--- src/rtl/tt_pkg.sv ---
// Package for the tempo tick generator: widths, reset defaults, request and
// register codes, and the structs passed between the rate and core blocks.
// No dependencies.
package tt_pkg;

	// Datapath widths.
	localparam int ACC_W  = 42;
	localparam int CNT_W  = 32;
	localparam int SR_W   = 20;
	localparam int TB_W   = 16;
	localparam int PER_W  = 16;
	localparam int DIV_W  = 8;
	localparam int DX_W   = SR_W + PER_W;
	localparam int CIDX_W = 3;

	// Register defaults after reset.
	localparam logic [SR_W-1:0]  DEF_SAMPLE_RATE = SR_W'(44100);
	localparam logic [TB_W-1:0]  DEF_TEMPO_BEATS = TB_W'(140);
	localparam logic [PER_W-1:0] DEF_PERIOD_SEC  = PER_W'(60);
	localparam logic [DIV_W-1:0] DEF_TICKS_BEAT  = DIV_W'(24);
	localparam logic [DIV_W-1:0] DEF_BEATS_BAR   = DIV_W'(4);
	localparam int DEF_TICKS_PER_TEMPO_BEAT = 24;

	// Request codes.
	typedef enum logic [2:0] {
		REQ_ADVANCE = 3'd0,
		REQ_RESET   = 3'd1,
		REQ_ARM     = 3'd2,
		REQ_START   = 3'd3,
		REQ_STOP    = 3'd4
	} req_t;

	// Wait kinds, also the pending wait state.
	typedef enum logic [2:0] {
		WK_NONE  = 3'd0,
		WK_TICKS = 3'd1,
		WK_BEATS = 3'd2,
		WK_BARS  = 3'd3,
		WK_NEXT  = 3'd4
	} wait_kind_t;

	// Fired event codes.
	typedef enum logic [1:0] {
		EV_NONE = 2'd0,
		EV_TICK = 2'd1,
		EV_BEAT = 2'd2,
		EV_BAR  = 2'd3
	} event_t;

	// Configuration register indexes.
	typedef enum logic [CIDX_W-1:0] {
		CFG_SAMPLE_RATE = 3'd0,
		CFG_TEMPO_BEATS = 3'd1,
		CFG_PERIOD_SEC  = 3'd2,
		CFG_TICKS_BEAT  = 3'd3,
		CFG_BEATS_BAR   = 3'd4
	} cfg_idx_t;

	// Accumulator steps and countdown reloads handed to the core.
	typedef struct packed {
		logic             busy;
		logic [ACC_W-1:0] step_tick;
		logic [ACC_W-1:0] step_idle;
		logic [ACC_W-1:0] load;
		logic [DIV_W-1:0] tick_reload;
		logic [DIV_W-1:0] beat_reload;
	} rate_cfg_t;

	// One result item.
	typedef struct packed {
		logic             ticked;
		event_t           ev;
		logic [CNT_W-1:0] ticks;
		logic [CNT_W-1:0] beats;
		logic [CNT_W-1:0] bars;
	} result_t;

	// Accumulator start value 2*dy - dx, wrapped to the accumulator width.
	function automatic logic [ACC_W-1:0] load_value(input logic [ACC_W-1:0] dx,
			input logic [ACC_W-1:0] dy);
		return (dy << 1) - dx;
	endfunction

endpackage

--- src/rtl/tt_rate.sv ---
// Configuration registers and the two-stage computation of the Bresenham
// step values (product stage, then step stage). Depends on tt_pkg.
module tt_rate #(
	parameter int TICKS_PER_TEMPO_BEAT = tt_pkg::DEF_TICKS_PER_TEMPO_BEAT
) (
	input  logic                       clk,
	input  logic                       arst_n,
	input  logic                       cfg_valid,
	output logic                       cfg_ready,
	input  logic [tt_pkg::CIDX_W-1:0]  cfg_index,
	input  logic [tt_pkg::SR_W-1:0]    cfg_data,
	output tt_pkg::rate_cfg_t          rate_cfg
);

	localparam int TPB_W = $clog2(TICKS_PER_TEMPO_BEAT + 1);
	localparam int DY_W  = tt_pkg::TB_W + TPB_W;
	localparam logic [DY_W-1:0] TPB_C = DY_W'(TICKS_PER_TEMPO_BEAT);
	localparam logic [tt_pkg::DX_W-1:0] DX_RST =
		tt_pkg::DX_W'(tt_pkg::DEF_SAMPLE_RATE) * tt_pkg::DX_W'(tt_pkg::DEF_PERIOD_SEC);
	localparam logic [DY_W-1:0] DY_RST = DY_W'(tt_pkg::DEF_TEMPO_BEATS) * TPB_C;
	localparam logic [tt_pkg::ACC_W-1:0] DX42_RST = tt_pkg::ACC_W'(DX_RST);
	localparam logic [tt_pkg::ACC_W-1:0] DY42_RST = tt_pkg::ACC_W'(DY_RST);

	logic [tt_pkg::SR_W-1:0]  sample_rate_q;
	logic [tt_pkg::TB_W-1:0]  tempo_beats_q;
	logic [tt_pkg::PER_W-1:0] period_q;
	logic [tt_pkg::DIV_W-1:0] tick_reload_q;
	logic [tt_pkg::DIV_W-1:0] beat_reload_q;
	logic [1:0]               settle_q;
	logic [tt_pkg::DX_W-1:0]  dx_s1;
	logic [DY_W-1:0]          dy_s1;
	logic [tt_pkg::ACC_W-1:0] step_tick_s2;
	logic [tt_pkg::ACC_W-1:0] step_idle_s2;
	logic [tt_pkg::ACC_W-1:0] load_s2;
	logic [tt_pkg::ACC_W-1:0] dx42;
	logic [tt_pkg::ACC_W-1:0] dy42;
	logic                     cfg_wr;

	assign cfg_ready = 1'b1;
	assign cfg_wr    = cfg_valid && cfg_ready;

	// Register writes; the settle shift marks the steps as stale while the product and step stages recompute.
	always_ff @(posedge clk or negedge arst_n) begin
		if (!arst_n) begin
			sample_rate_q <= tt_pkg::DEF_SAMPLE_RATE;
			tempo_beats_q <= tt_pkg::DEF_TEMPO_BEATS;
			period_q      <= tt_pkg::DEF_PERIOD_SEC;
			tick_reload_q <= tt_pkg::DEF_TICKS_BEAT;
			beat_reload_q <= tt_pkg::DEF_BEATS_BAR;
			settle_q      <= 2'b00;
		end else begin
			settle_q <= cfg_wr ? 2'b11 : {1'b0, settle_q[1]};
			if (cfg_wr) begin
				unique case (tt_pkg::cfg_idx_t'(cfg_index))
					tt_pkg::CFG_SAMPLE_RATE: sample_rate_q <= cfg_data;
					tt_pkg::CFG_TEMPO_BEATS: tempo_beats_q <= cfg_data[tt_pkg::TB_W-1:0];
					tt_pkg::CFG_PERIOD_SEC:  period_q      <= cfg_data[tt_pkg::PER_W-1:0];
					tt_pkg::CFG_TICKS_BEAT:  tick_reload_q <= cfg_data[tt_pkg::DIV_W-1:0];
					tt_pkg::CFG_BEATS_BAR:   beat_reload_q <= cfg_data[tt_pkg::DIV_W-1:0];
					default: ;
				endcase
			end
		end
	end

	// Product stage: dx = sample rate times period, dy = tempo beats times ticks.
	always_ff @(posedge clk or negedge arst_n) begin
		if (!arst_n) begin
			dx_s1 <= DX_RST;
			dy_s1 <= DY_RST;
		end else begin
			dx_s1 <= tt_pkg::DX_W'(sample_rate_q) * tt_pkg::DX_W'(period_q);
			dy_s1 <= DY_W'(tempo_beats_q) * TPB_C;
		end
	end

	assign dx42 = tt_pkg::ACC_W'(dx_s1);
	assign dy42 = tt_pkg::ACC_W'(dy_s1);

	// Step stage: the two accumulator increments and the start value.
	always_ff @(posedge clk or negedge arst_n) begin
		if (!arst_n) begin
			step_tick_s2 <= (DY42_RST << 1) - (DX42_RST << 1);
			step_idle_s2 <= DY42_RST << 1;
			load_s2      <= tt_pkg::load_value(DX42_RST, DY42_RST);
		end else begin
			step_tick_s2 <= (dy42 << 1) - (dx42 << 1);
			step_idle_s2 <= dy42 << 1;
			load_s2      <= tt_pkg::load_value(dx42, dy42);
		end
	end

	assign rate_cfg.busy        = |settle_q;
	assign rate_cfg.step_tick   = step_tick_s2;
	assign rate_cfg.step_idle   = step_idle_s2;
	assign rate_cfg.load        = load_s2;
	assign rate_cfg.tick_reload = tick_reload_q;
	assign rate_cfg.beat_reload = beat_reload_q;

endmodule

--- src/rtl/tt_core.sv ---
// Transport state: Bresenham accumulator, tick/beat/bar counters, countdowns
// and the armed wait. Computes one request's result. Depends on tt_pkg.
module tt_core #(
	parameter int TICKS_PER_TEMPO_BEAT = tt_pkg::DEF_TICKS_PER_TEMPO_BEAT
) (
	input  logic                       clk,
	input  logic                       arst_n,
	input  logic                       accept,
	input  logic [2:0]                 req_type,
	input  logic [2:0]                 wait_kind,
	input  logic [15:0]                wait_count,
	input  tt_pkg::rate_cfg_t          rate_cfg,
	output tt_pkg::result_t            res
);

	localparam logic [tt_pkg::ACC_W-1:0] DX_RST = tt_pkg::ACC_W'(
		tt_pkg::DX_W'(tt_pkg::DEF_SAMPLE_RATE) * tt_pkg::DX_W'(tt_pkg::DEF_PERIOD_SEC));
	localparam logic [tt_pkg::ACC_W-1:0] DY_RST = tt_pkg::ACC_W'(
		tt_pkg::ACC_W'(tt_pkg::DEF_TEMPO_BEATS) * tt_pkg::ACC_W'(TICKS_PER_TEMPO_BEAT));
	localparam logic [tt_pkg::ACC_W-1:0] ACC_RST = tt_pkg::load_value(DX_RST, DY_RST);

	logic [tt_pkg::ACC_W-1:0] acc_q,        acc_n;
	logic [tt_pkg::CNT_W-1:0] ticks_q,      ticks_n;
	logic [tt_pkg::CNT_W-1:0] beats_q,      beats_n;
	logic [tt_pkg::CNT_W-1:0] bars_q,       bars_n;
	logic [tt_pkg::DIV_W-1:0] ticks_left_q, ticks_left_n;
	logic [tt_pkg::DIV_W-1:0] beats_left_q, beats_left_n;
	tt_pkg::wait_kind_t       pending_q,    pending_n;
	logic [tt_pkg::CNT_W-1:0] target_q,     target_n;
	logic                     stopped_q,    stopped_n;
	logic                     ticked;
	tt_pkg::event_t           ev;

	// True once the count has reached the target, robust across wrap.
	function automatic logic reached(input logic [tt_pkg::CNT_W-1:0] count,
			input logic [tt_pkg::CNT_W-1:0] target);
		logic [tt_pkg::CNT_W-1:0] diff;
		diff = count - target;
		return !diff[tt_pkg::CNT_W-1];
	endfunction

	// Next state and result for the request at the input.
	always_comb begin
		acc_n        = acc_q;
		ticks_n      = ticks_q;
		beats_n      = beats_q;
		bars_n       = bars_q;
		ticks_left_n = ticks_left_q;
		beats_left_n = beats_left_q;
		pending_n    = pending_q;
		target_n     = target_q;
		stopped_n    = stopped_q;
		ticked       = 1'b0;
		ev           = tt_pkg::EV_NONE;
		unique case (tt_pkg::req_t'(req_type))
			tt_pkg::REQ_ADVANCE: begin
				if (!acc_q[tt_pkg::ACC_W-1]) begin
					acc_n   = acc_q + rate_cfg.step_tick;
					ticked  = 1'b1;
					ticks_n = ticks_q + tt_pkg::CNT_W'(1);
					// Beat and bar countdowns.
					if (ticks_left_q <= tt_pkg::DIV_W'(1)) begin
						ticks_left_n = rate_cfg.tick_reload;
						beats_n      = beats_q + tt_pkg::CNT_W'(1);
						if (beats_left_q <= tt_pkg::DIV_W'(1)) begin
							beats_left_n = rate_cfg.beat_reload;
							bars_n       = bars_q + tt_pkg::CNT_W'(1);
						end else begin
							beats_left_n = beats_left_q - tt_pkg::DIV_W'(1);
						end
					end else begin
						ticks_left_n = ticks_left_q - tt_pkg::DIV_W'(1);
					end
					// Armed wait fires only while running.
					if (!stopped_q) begin
						case (pending_q)
							tt_pkg::WK_TICKS: begin
								if (reached(ticks_n, target_q)) begin
									pending_n = tt_pkg::WK_NONE;
									ev        = tt_pkg::EV_TICK;
								end
							end
							tt_pkg::WK_BEATS: begin
								if (reached(beats_n, target_q)) begin
									pending_n = tt_pkg::WK_NONE;
									ev        = tt_pkg::EV_BEAT;
								end
							end
							tt_pkg::WK_BARS: begin
								if (reached(bars_n, target_q)) begin
									pending_n = tt_pkg::WK_NONE;
									ev        = tt_pkg::EV_BAR;
								end
							end
							tt_pkg::WK_NEXT: begin
								pending_n = tt_pkg::WK_NONE;
								ev        = tt_pkg::EV_TICK;
							end
							default: ;
						endcase
					end
				end else begin
					acc_n = acc_q + rate_cfg.step_idle;
				end
			end
			tt_pkg::REQ_RESET: begin
				acc_n        = rate_cfg.load;
				ticks_n      = '0;
				beats_n      = '0;
				bars_n       = '0;
				ticks_left_n = '0;
				beats_left_n = '0;
				pending_n    = tt_pkg::WK_NONE;
				target_n     = '0;
			end
			tt_pkg::REQ_ARM: begin
				case (tt_pkg::wait_kind_t'(wait_kind))
					tt_pkg::WK_NONE: pending_n = tt_pkg::WK_NONE;
					tt_pkg::WK_TICKS: begin
						pending_n = tt_pkg::WK_TICKS;
						target_n  = ticks_q + tt_pkg::CNT_W'(wait_count);
					end
					tt_pkg::WK_BEATS: begin
						pending_n = tt_pkg::WK_BEATS;
						target_n  = beats_q + tt_pkg::CNT_W'(wait_count);
					end
					tt_pkg::WK_BARS: begin
						pending_n = tt_pkg::WK_BARS;
						target_n  = bars_q + tt_pkg::CNT_W'(wait_count);
					end
					tt_pkg::WK_NEXT: pending_n = tt_pkg::WK_NEXT;
					default: ;
				endcase
			end
			tt_pkg::REQ_START: stopped_n = 1'b0;
			tt_pkg::REQ_STOP: begin
				stopped_n = 1'b1;
				pending_n = tt_pkg::WK_NONE;
			end
			default: ;
		endcase
	end

	// State registers, updated on each accepted request.
	always_ff @(posedge clk or negedge arst_n) begin
		if (!arst_n) begin
			acc_q        <= ACC_RST;
			ticks_q      <= '0;
			beats_q      <= '0;
			bars_q       <= '0;
			ticks_left_q <= '0;
			beats_left_q <= '0;
			pending_q    <= tt_pkg::WK_NONE;
			target_q     <= '0;
			stopped_q    <= 1'b1;
		end else if (accept) begin
			acc_q        <= acc_n;
			ticks_q      <= ticks_n;
			beats_q      <= beats_n;
			bars_q       <= bars_n;
			ticks_left_q <= ticks_left_n;
			beats_left_q <= beats_left_n;
			pending_q    <= pending_n;
			target_q     <= target_n;
			stopped_q    <= stopped_n;
		end
	end

	assign res.ticked = ticked;
	assign res.ev     = ev;
	assign res.ticks  = ticks_n;
	assign res.beats  = beats_n;
	assign res.bars   = bars_n;

	// A fired event needs a tick while running.
	a_event_needs_tick: assert property (@(posedge clk) disable iff (!arst_n)
		(accept && ev != tt_pkg::EV_NONE) |-> (ticked && !stopped_q))
		else $error("wait event without a running tick");

	// A stop request leaves no wait pending.
	a_stop_clears_wait: assert property (@(posedge clk) disable iff (!arst_n)
		(accept && req_type == tt_pkg::REQ_STOP) |=> (pending_q == tt_pkg::WK_NONE && stopped_q))
		else $error("stop did not clear the pending wait");

	// A reset request zeroes all counts.
	a_reset_clears: assert property (@(posedge clk) disable iff (!arst_n)
		(accept && req_type == tt_pkg::REQ_RESET) |=>
		(ticks_q == '0 && beats_q == '0 && bars_q == '0 && pending_q == tt_pkg::WK_NONE))
		else $error("reset request left counts behind");

endmodule

--- src/rtl/tempo_tick_generator.sv ---
// A result is registered in the cycle after its request is accepted.
// Throughput: one request per cycle; a full result register that is not taken
// stalls the input. After a configuration write the input holds off while
// the step values are recomputed (multiply stage, step stage).
// Reset: counters zero, no wait pending, transport stopped, default registers.
module tempo_tick_generator #(
	parameter int TICKS_PER_TEMPO_BEAT = tt_pkg::DEF_TICKS_PER_TEMPO_BEAT
) (
	input  logic                      clk,
	input  logic                      arst_n,
	input  logic                      s_tvalid,
	output logic                      s_tready,
	input  logic [15:0]               s_tdata,   // wait_count[15:0]
	input  logic [5:0]                s_tuser,   // req_type[2:0], wait_kind[5:3]
	output logic                      m_tvalid,
	input  logic                      m_tready,
	output logic [95:0]               m_tdata,   // tick_count, beat_count, bar_count
	output logic [2:0]                m_tuser,   // ticked[0], event_res[2:1]
	input  logic                      cfg_valid,
	output logic                      cfg_ready,
	input  logic [tt_pkg::CIDX_W-1:0] cfg_index,
	input  logic [tt_pkg::SR_W-1:0]   cfg_data
);

	tt_pkg::rate_cfg_t rate_cfg;
	tt_pkg::result_t   res;
	tt_pkg::result_t   res_s1;
	logic              out_valid_q;
	logic              accept;

	tt_rate #(
		.TICKS_PER_TEMPO_BEAT(TICKS_PER_TEMPO_BEAT)
	) u_rate (
		.clk      (clk),
		.arst_n   (arst_n),
		.cfg_valid(cfg_valid),
		.cfg_ready(cfg_ready),
		.cfg_index(cfg_index),
		.cfg_data (cfg_data),
		.rate_cfg (rate_cfg)
	);

	// Take a request when the step values are settled and the result register is free or being drained.
	assign s_tready = !rate_cfg.busy && (!out_valid_q || m_tready);
	assign accept   = s_tvalid && s_tready;

	tt_core #(
		.TICKS_PER_TEMPO_BEAT(TICKS_PER_TEMPO_BEAT)
	) u_core (
		.clk       (clk),
		.arst_n    (arst_n),
		.accept    (accept),
		.req_type  (s_tuser[2:0]),
		.wait_kind (s_tuser[5:3]),
		.wait_count(s_tdata),
		.rate_cfg  (rate_cfg),
		.res       (res)
	);

	// Result register valid flag.
	always_ff @(posedge clk or negedge arst_n) begin
		if (!arst_n) begin
			out_valid_q <= 1'b0;
		end else if (accept) begin
			out_valid_q <= 1'b1;
		end else if (m_tready) begin
			out_valid_q <= 1'b0;
		end
	end

	// Result payload.
	always_ff @(posedge clk) begin
		if (accept) begin
			res_s1 <= res;
		end
	end

	assign m_tvalid = out_valid_q;
	assign m_tdata  = {res_s1.bars, res_s1.beats, res_s1.ticks};
	assign m_tuser  = {res_s1.ev, res_s1.ticked};

	// Every accepted request shows a result in the next cycle.
	a_result_follows: assert property (@(posedge clk) disable iff (!arst_n)
		accept |=> m_tvalid)
		else $error("accepted request produced no result");

endmodule

--- config.mk ---
export PLATFORM = sky130hd
export DESIGN_NAME = tempo_tick_generator
export DESIGN_NICKNAME = d
export VERILOG_FILES = /design/src/rtl/tt_pkg.sv /design/src/rtl/tt_rate.sv /design/src/rtl/tt_core.sv /design/src/rtl/tempo_tick_generator.sv
export SDC_FILE = /design/constraint.sdc
export NUM_CORES = 2
export LEC_CHECK = 0
export BUFFER_PORTS_ARGS = -buffer_cell sky130_fd_sc_hd__buf_2
export CAP_MARGIN = 15
export CORE_UTILIZATION = 25
export DETAILED_ROUTE_END_ITERATION = 16
export MAX_ROUTING_LAYER = met4
export SLEW_MARGIN = 20
export SYNTH_ARGS = -nofsm -noshare
export SYNTH_HDL_FRONTEND = slang
export SYNTH_SLANG_ARGS = --single-unit
--- constraint.sdc ---
create_clock -name clk -period 18.43 [get_ports clk]
set_clock_uncertainty 0.1 [all_clocks]
set_input_delay 3.686 -clock clk [delete_from_list [all_inputs] [get_ports clk]]
set_output_delay 3.686 -clock clk [all_outputs]
set_load 0.01 [all_outputs]
# Yosys cells after proc, flatten, opt, wreduce, memory -nomap -nowiden
# Index checks and enable logic that the tools add are counted.
dict set report classes {
  eq_ne 25
  addsub 15
  n_bitwise 1
  shift 0
  n_div 0
  muxes 41
  magnitude_cmp 2
  reduce_logical 27
  n_mul 2
}
# operator n
set op_table {}
lappend op_table {{$mux W32} 10}
lappend op_table {{$pmux W32 S2} 4}
lappend op_table {{$add A32 B1 Y32 const B} 3}
lappend op_table {{$add A32 B16 Y32} 3}
lappend op_table {{$pmux W32 S3} 1}
lappend op_table {{$sub A32 B32 Y32} 3}
lappend op_table {{$pmux W42 S2} 1}
lappend op_table {{$add A42 B22 Y42} 1}
lappend op_table {{$add A42 B42 Y42} 1}
lappend op_table {{$mux W42} 1}
lappend op_table {{$mux W8} 5}
lappend op_table {{$sub A22 B37 Y38} 1}
lappend op_table {{$sub A22 B36 Y37} 1}
lappend op_table {{$mul A20 B16 Y36} 1}
lappend op_table {{$pmux W8 S2} 2}
lappend op_table {{$eq A3 B2 Y1 const B} 8}
lappend op_table {{$mul A16 B2 Y18 const B} 1}
lappend op_table {{$le A8 B1 Y1 const B} 2}
lappend op_table {{$sub A8 B1 Y8 const B} 2}
lappend op_table {{$mux W3} 5}
lappend op_table {{$pmux W3 S5} 1}
lappend op_table {{$reduce_and A2 Y1} 7}
lappend op_table {{$eq A3 B1 Y1 const B} 4}
lappend op_table {{$eq A3 B3 Y1 const B} 4}
lappend op_table {{other kinds (24)} 41}
dict set report word_totals {
  out_inout_bits 102
  memories 0
  inputBits 50
  mem_bits_rw 0
  word_cells 139
  ff_bits 516
  mem_bits_ro 0
  latch_bits 0
}

# Depth between registers and ports, before layout
dict set report logic_depth {
  word_depth 11
  ltp_mapped 25
}

# By module
# From an unflattened synthesis, not the netlist that was laid out.
dict set report hier_totals {
  hier_cells 4481
  area_unflattened_um2 41608.7
}
# mod cells_per_inst seq_area_each_um2 area_per_inst_um2 instances
set modules_own_cells {}
lappend modules_own_cells {tt_rate 2014 5440.2 20244.4 1}
lappend modules_own_cells {tt_core 2362 4794.6 18332.6 1}
lappend modules_own_cells {tempo_tick_generator 105 2997.9 3031.7 1}

# Worst setup path before layout
# No wires, ideal clock.
dict set report synth_path {
  path_kind {input port to flip-flop}
  from {input m_tready}
  to {register res_s1, in the netlist m_tdata[0], enable pin}
  setup_slack_ps 10235
  setup_time_ps 502
  arrival_ps 7593
  stages 6
  t_required_ps 17828
  path_cell_list {nor2b_1 -> nor3_1 -> nand2_1 -> inv_1 -> clkbuf_1 -> clkbuf_1}
}
dict set report synth_via {
  elab_chain_len 3
}
# element line
set synth_rtl {}
lappend synth_rtl {{start: declaration} tempo_tick_generator.sv:16} ;# input logic m_tready,
lappend synth_rtl {{$logic_or A1 B1 Y1} tempo_tick_generator.sv:44} ;# assign s_tready = !rate_cfg.busy && (!out_valid_q || m_tready);
lappend synth_rtl {{$logic_and A1 B1 Y1} tempo_tick_generator.sv:44}
lappend synth_rtl {{named net s_tready} tempo_tick_generator.sv:12} ;# output logic s_tready,
lappend synth_rtl {{$logic_and A1 B1 Y1} tempo_tick_generator.sv:45} ;# assign accept = s_tvalid && s_tready;
lappend synth_rtl {{named net accept} tempo_tick_generator.sv:29} ;# logic accept;
lappend synth_rtl {{end signal: assignment} tempo_tick_generator.sv:74} ;# res_s1 <= res;
lappend synth_rtl {{end: declaration} tempo_tick_generator.sv:27} ;# tt_pkg::result_t res_s1;
# The timed path passes the listed nets, and every way through them passes these cells.
# A chain may end at the register's enable or synchronous reset.

# Worst setup path after layout
dict set report layout_path {
  from {input m_tready}
  to {output s_tready}
}
dict set report layout_via {
  elab_chain_len 2
}
# element line
set layout_rtl {}
lappend layout_rtl {{$logic_or A1 B1 Y1} tempo_tick_generator.sv:44}
lappend layout_rtl {{$logic_and A1 B1 Y1} tempo_tick_generator.sv:44}
lappend layout_rtl {{end: declaration} tempo_tick_generator.sv:12}
# No other way between the ends.

==> metrics.yaml <==
status: "complete, no violations"
pin_count: 152
synth-main-ff-cell: "dfrtp_1"
min-delay-start: "u_rate.dy_s1[20]"
gp_congestion: 0.927
critPathArrivalTime_ps: 4210
synthDistinctLibCells: 93
synth-async-reset-ratio_pct: 80.3
ant_nets: 0
cts_setup_buffers: 0
post-route-min-period_ps: 7990
drt-met1-wl_um: 56800
cts_buffers: 59
synth_nets: 5172
start_util_pct: 25.2
grt_max_degree: 174
root_buffer: "clkbuf_16"
die_w_um: 409
r2r_end: "u_rate.dx_s1[35]"
layout_commonest_cell: "nand2_1"
wl_per_cell_um: 17.9
dieArea_um2: 168000
maxSlewHeadroom_pct: 33.0
reg2reg_from: "u_rate.period_q[9]"
dr.pass1.iters: 5
layout_common_cells: "nand2_1 (611), inv_1 (407), ha_1 (333)"
dr.max_layer_used: "met4"
dp_hpwl_um: 90500
cts_buffer_depth: 3
route.met3.wl_um: 7110
synth_warnings: 0
layout-drive-gt1-share_pct: 11.4
area_growth_pct: 12.2
synth-seq-cells: 502
synth_edf_count: 99
wl_met2_um: 55100
fmax_mhz: 125
clkTransAtPathRegs_ps: 60
grt_overflow: 0
path_class: "in2out"
synth_cells: 4535
drt_iter0_markers: 2865
fin_setup_tns_ps: 0
port_buffers: 150
finalSetupViolCount: 0
holdPathEnd: "u_rate.step_idle_s2[21]"
worstPathRequired_ps: 14640
fin_nets: 5196
hp-class: "reg2reg"
post-route-period-util_pct: 43.4
core_area_um2: 165000
final-hold-violation-count: 0
vias: 32667
die_h_um: 409
antenna_found_initial: 11
cts_sinks: 502
vias_per_cell: 4.80
row_count: 149
cap_violations: 0
startpoint_type: "input pin"
htreeDepth: 2
postCtsResizedCells: 0
r2r_slack_ps: 11220
tightest_slew_ps: 1000
netlist_area_um2: 41500
crit_fanout: 2
totalWireLength_um: 122000
grt_pass1_wl_um: 190000
grt_pass1_vias: 32290
nFillCells: 17390
rsz0062_at_grt: "no"
drc_errors: 0
gr-usage-all-layers_pct: 14.7
drv_slew: 0
timing.hold.worst_path_depth: 0
end_kind: "output port"
ctsHoldBuffers: 0
ys_seq_area_share_pct: 31.8
syn_area_per_cell_um2: 9.15
r2r_cells: 22
cts_tree: "yes"
insertion_delay_ps: 690
## worst max-delay path: stages
cell and delay, ps:
buf_2 70, nor2b_1 40, nor3_1 220, buf_2 190
## stage by stage
step                      util, %  hold WS (ps)  instances  cell area [um^2]  setup slack (ps)
after floorplan                 -           265       4535             41500             10230
after CTS                    28.2           292       6799             46500             10420
after detailed placement     27.0           283       6687             44500             10430
after global routing         28.2           302       6803             46500             10350
final                        28.2           292       6807             46500             10440
after global placement       27.0           284       6687             44500             10380
## logic make-up after synthesis
logic type,synth area share (%)
simple gates,16.4
compound gates,14.8
buf+inv,5.76
fa+ha+maj,22.3
flops,31.8
xor+xnor,5.95
mux,2.94
other cells,0.00904
## synthesized netlist by cell type, types with 18 or more instances
master | instances | area, um^2
nor2b_1 | 29 | 181
o31ai_1 | 55 | 413
xor2_1 | 98 | 858
nand3_1 | 77 | 385
edfxtp_1 | 99 | 2970
fa_1 | 254 | 5080
mux2i_1 | 42 | 420
nand2b_1 | 28 | 175
dfrtp_1 | 283 | 7080
nand2_1 | 617 | 2320
a31oi_1 | 55 | 344
mux2_2 | 71 | 800
a21o_1 | 86 | 646
nor4_1 | 21 | 131
a21oi_1 | 229 | 1150
nor2_1 | 251 | 942
xnor2_1 | 182 | 1590
nand4_1 | 37 | 231
a22o_1 | 39 | 342
clkbuf_1 | 202 | 758
o21a_1 | 44 | 330
and3_1 | 54 | 338
o21ai_0 | 308 | 1540
a211oi_1 | 23 | 173
or3_1 | 25 | 156
dfstp_2 | 120 | 3150
inv_1 | 408 | 1530
ha_1 | 333 | 4170
o211ai_1 | 18 | 135
and2_1 | 159 | 995
nor3_1 | 65 | 325
## routing by layer
metal | global-route usage [%] | vias to the layer above
met5 | - | -
met4 | 3.56 | 0
met3 | 1.82 | 146
met2 | 23.1 | 996
met1 | 20.0 | 16006
li1 | - | 15519
## cell type report
cell class | instances | area, um^2 | share of cell area, %
Timing Repair Buffer | 187 | 1050 | 2.26
Tap cell | 2189 | 2740 | 5.88
Antenna cell | 8 | 20.0 | 0.0430
Inverter | 409 | 1540 | 3.31
Clock buffer | 77 | 1660 | 3.56
Clock inverter | 35 | 397 | 0.852
Multi-Input combinational cell | 3400 | 25900 | 55.7
Sequential cell | 502 | 13200 | 28.4
## sequential cells by signal, indices dropped and copies added, names as in the netlist, 16 cells and up
| name | count |
|---|---|
| u_core.beats_q | 32 |
| u_rate.dx_s1 | 36 |
| u_rate.dy_s1 | 18 |
| u_rate.period_q | 16 |
| u_rate.step_tick_s2 | 34 |
| u_core.acc_q | 41 |
| u_core.bars_q | 32 |
| u_core.ticks_q | 32 |
| u_rate.step_idle_s2 | 18 |
| u_core.target_q | 32 |
| u_rate.load_s2 | 37 |
| u_rate.tempo_beats_q | 16 |
| u_rate.sample_rate_q | 20 |
| m_tdata | 96 |
## worst max path at each step
stage	start	to	cells after the start
2_1_floorplan	m_tready	m_tdata[0]	6
5_1_grt	m_tready	s_tready	4
3_3_place_gp	m_tready	s_tready	4
6_report	m_tready	s_tready	4
4_1_cts	m_tready	s_tready	4
3_5_place_dp	m_tready	s_tready	4
Power is not shown: default switching activity piles up to over one toggle a cycle in this logic, so the estimate is an artifact.
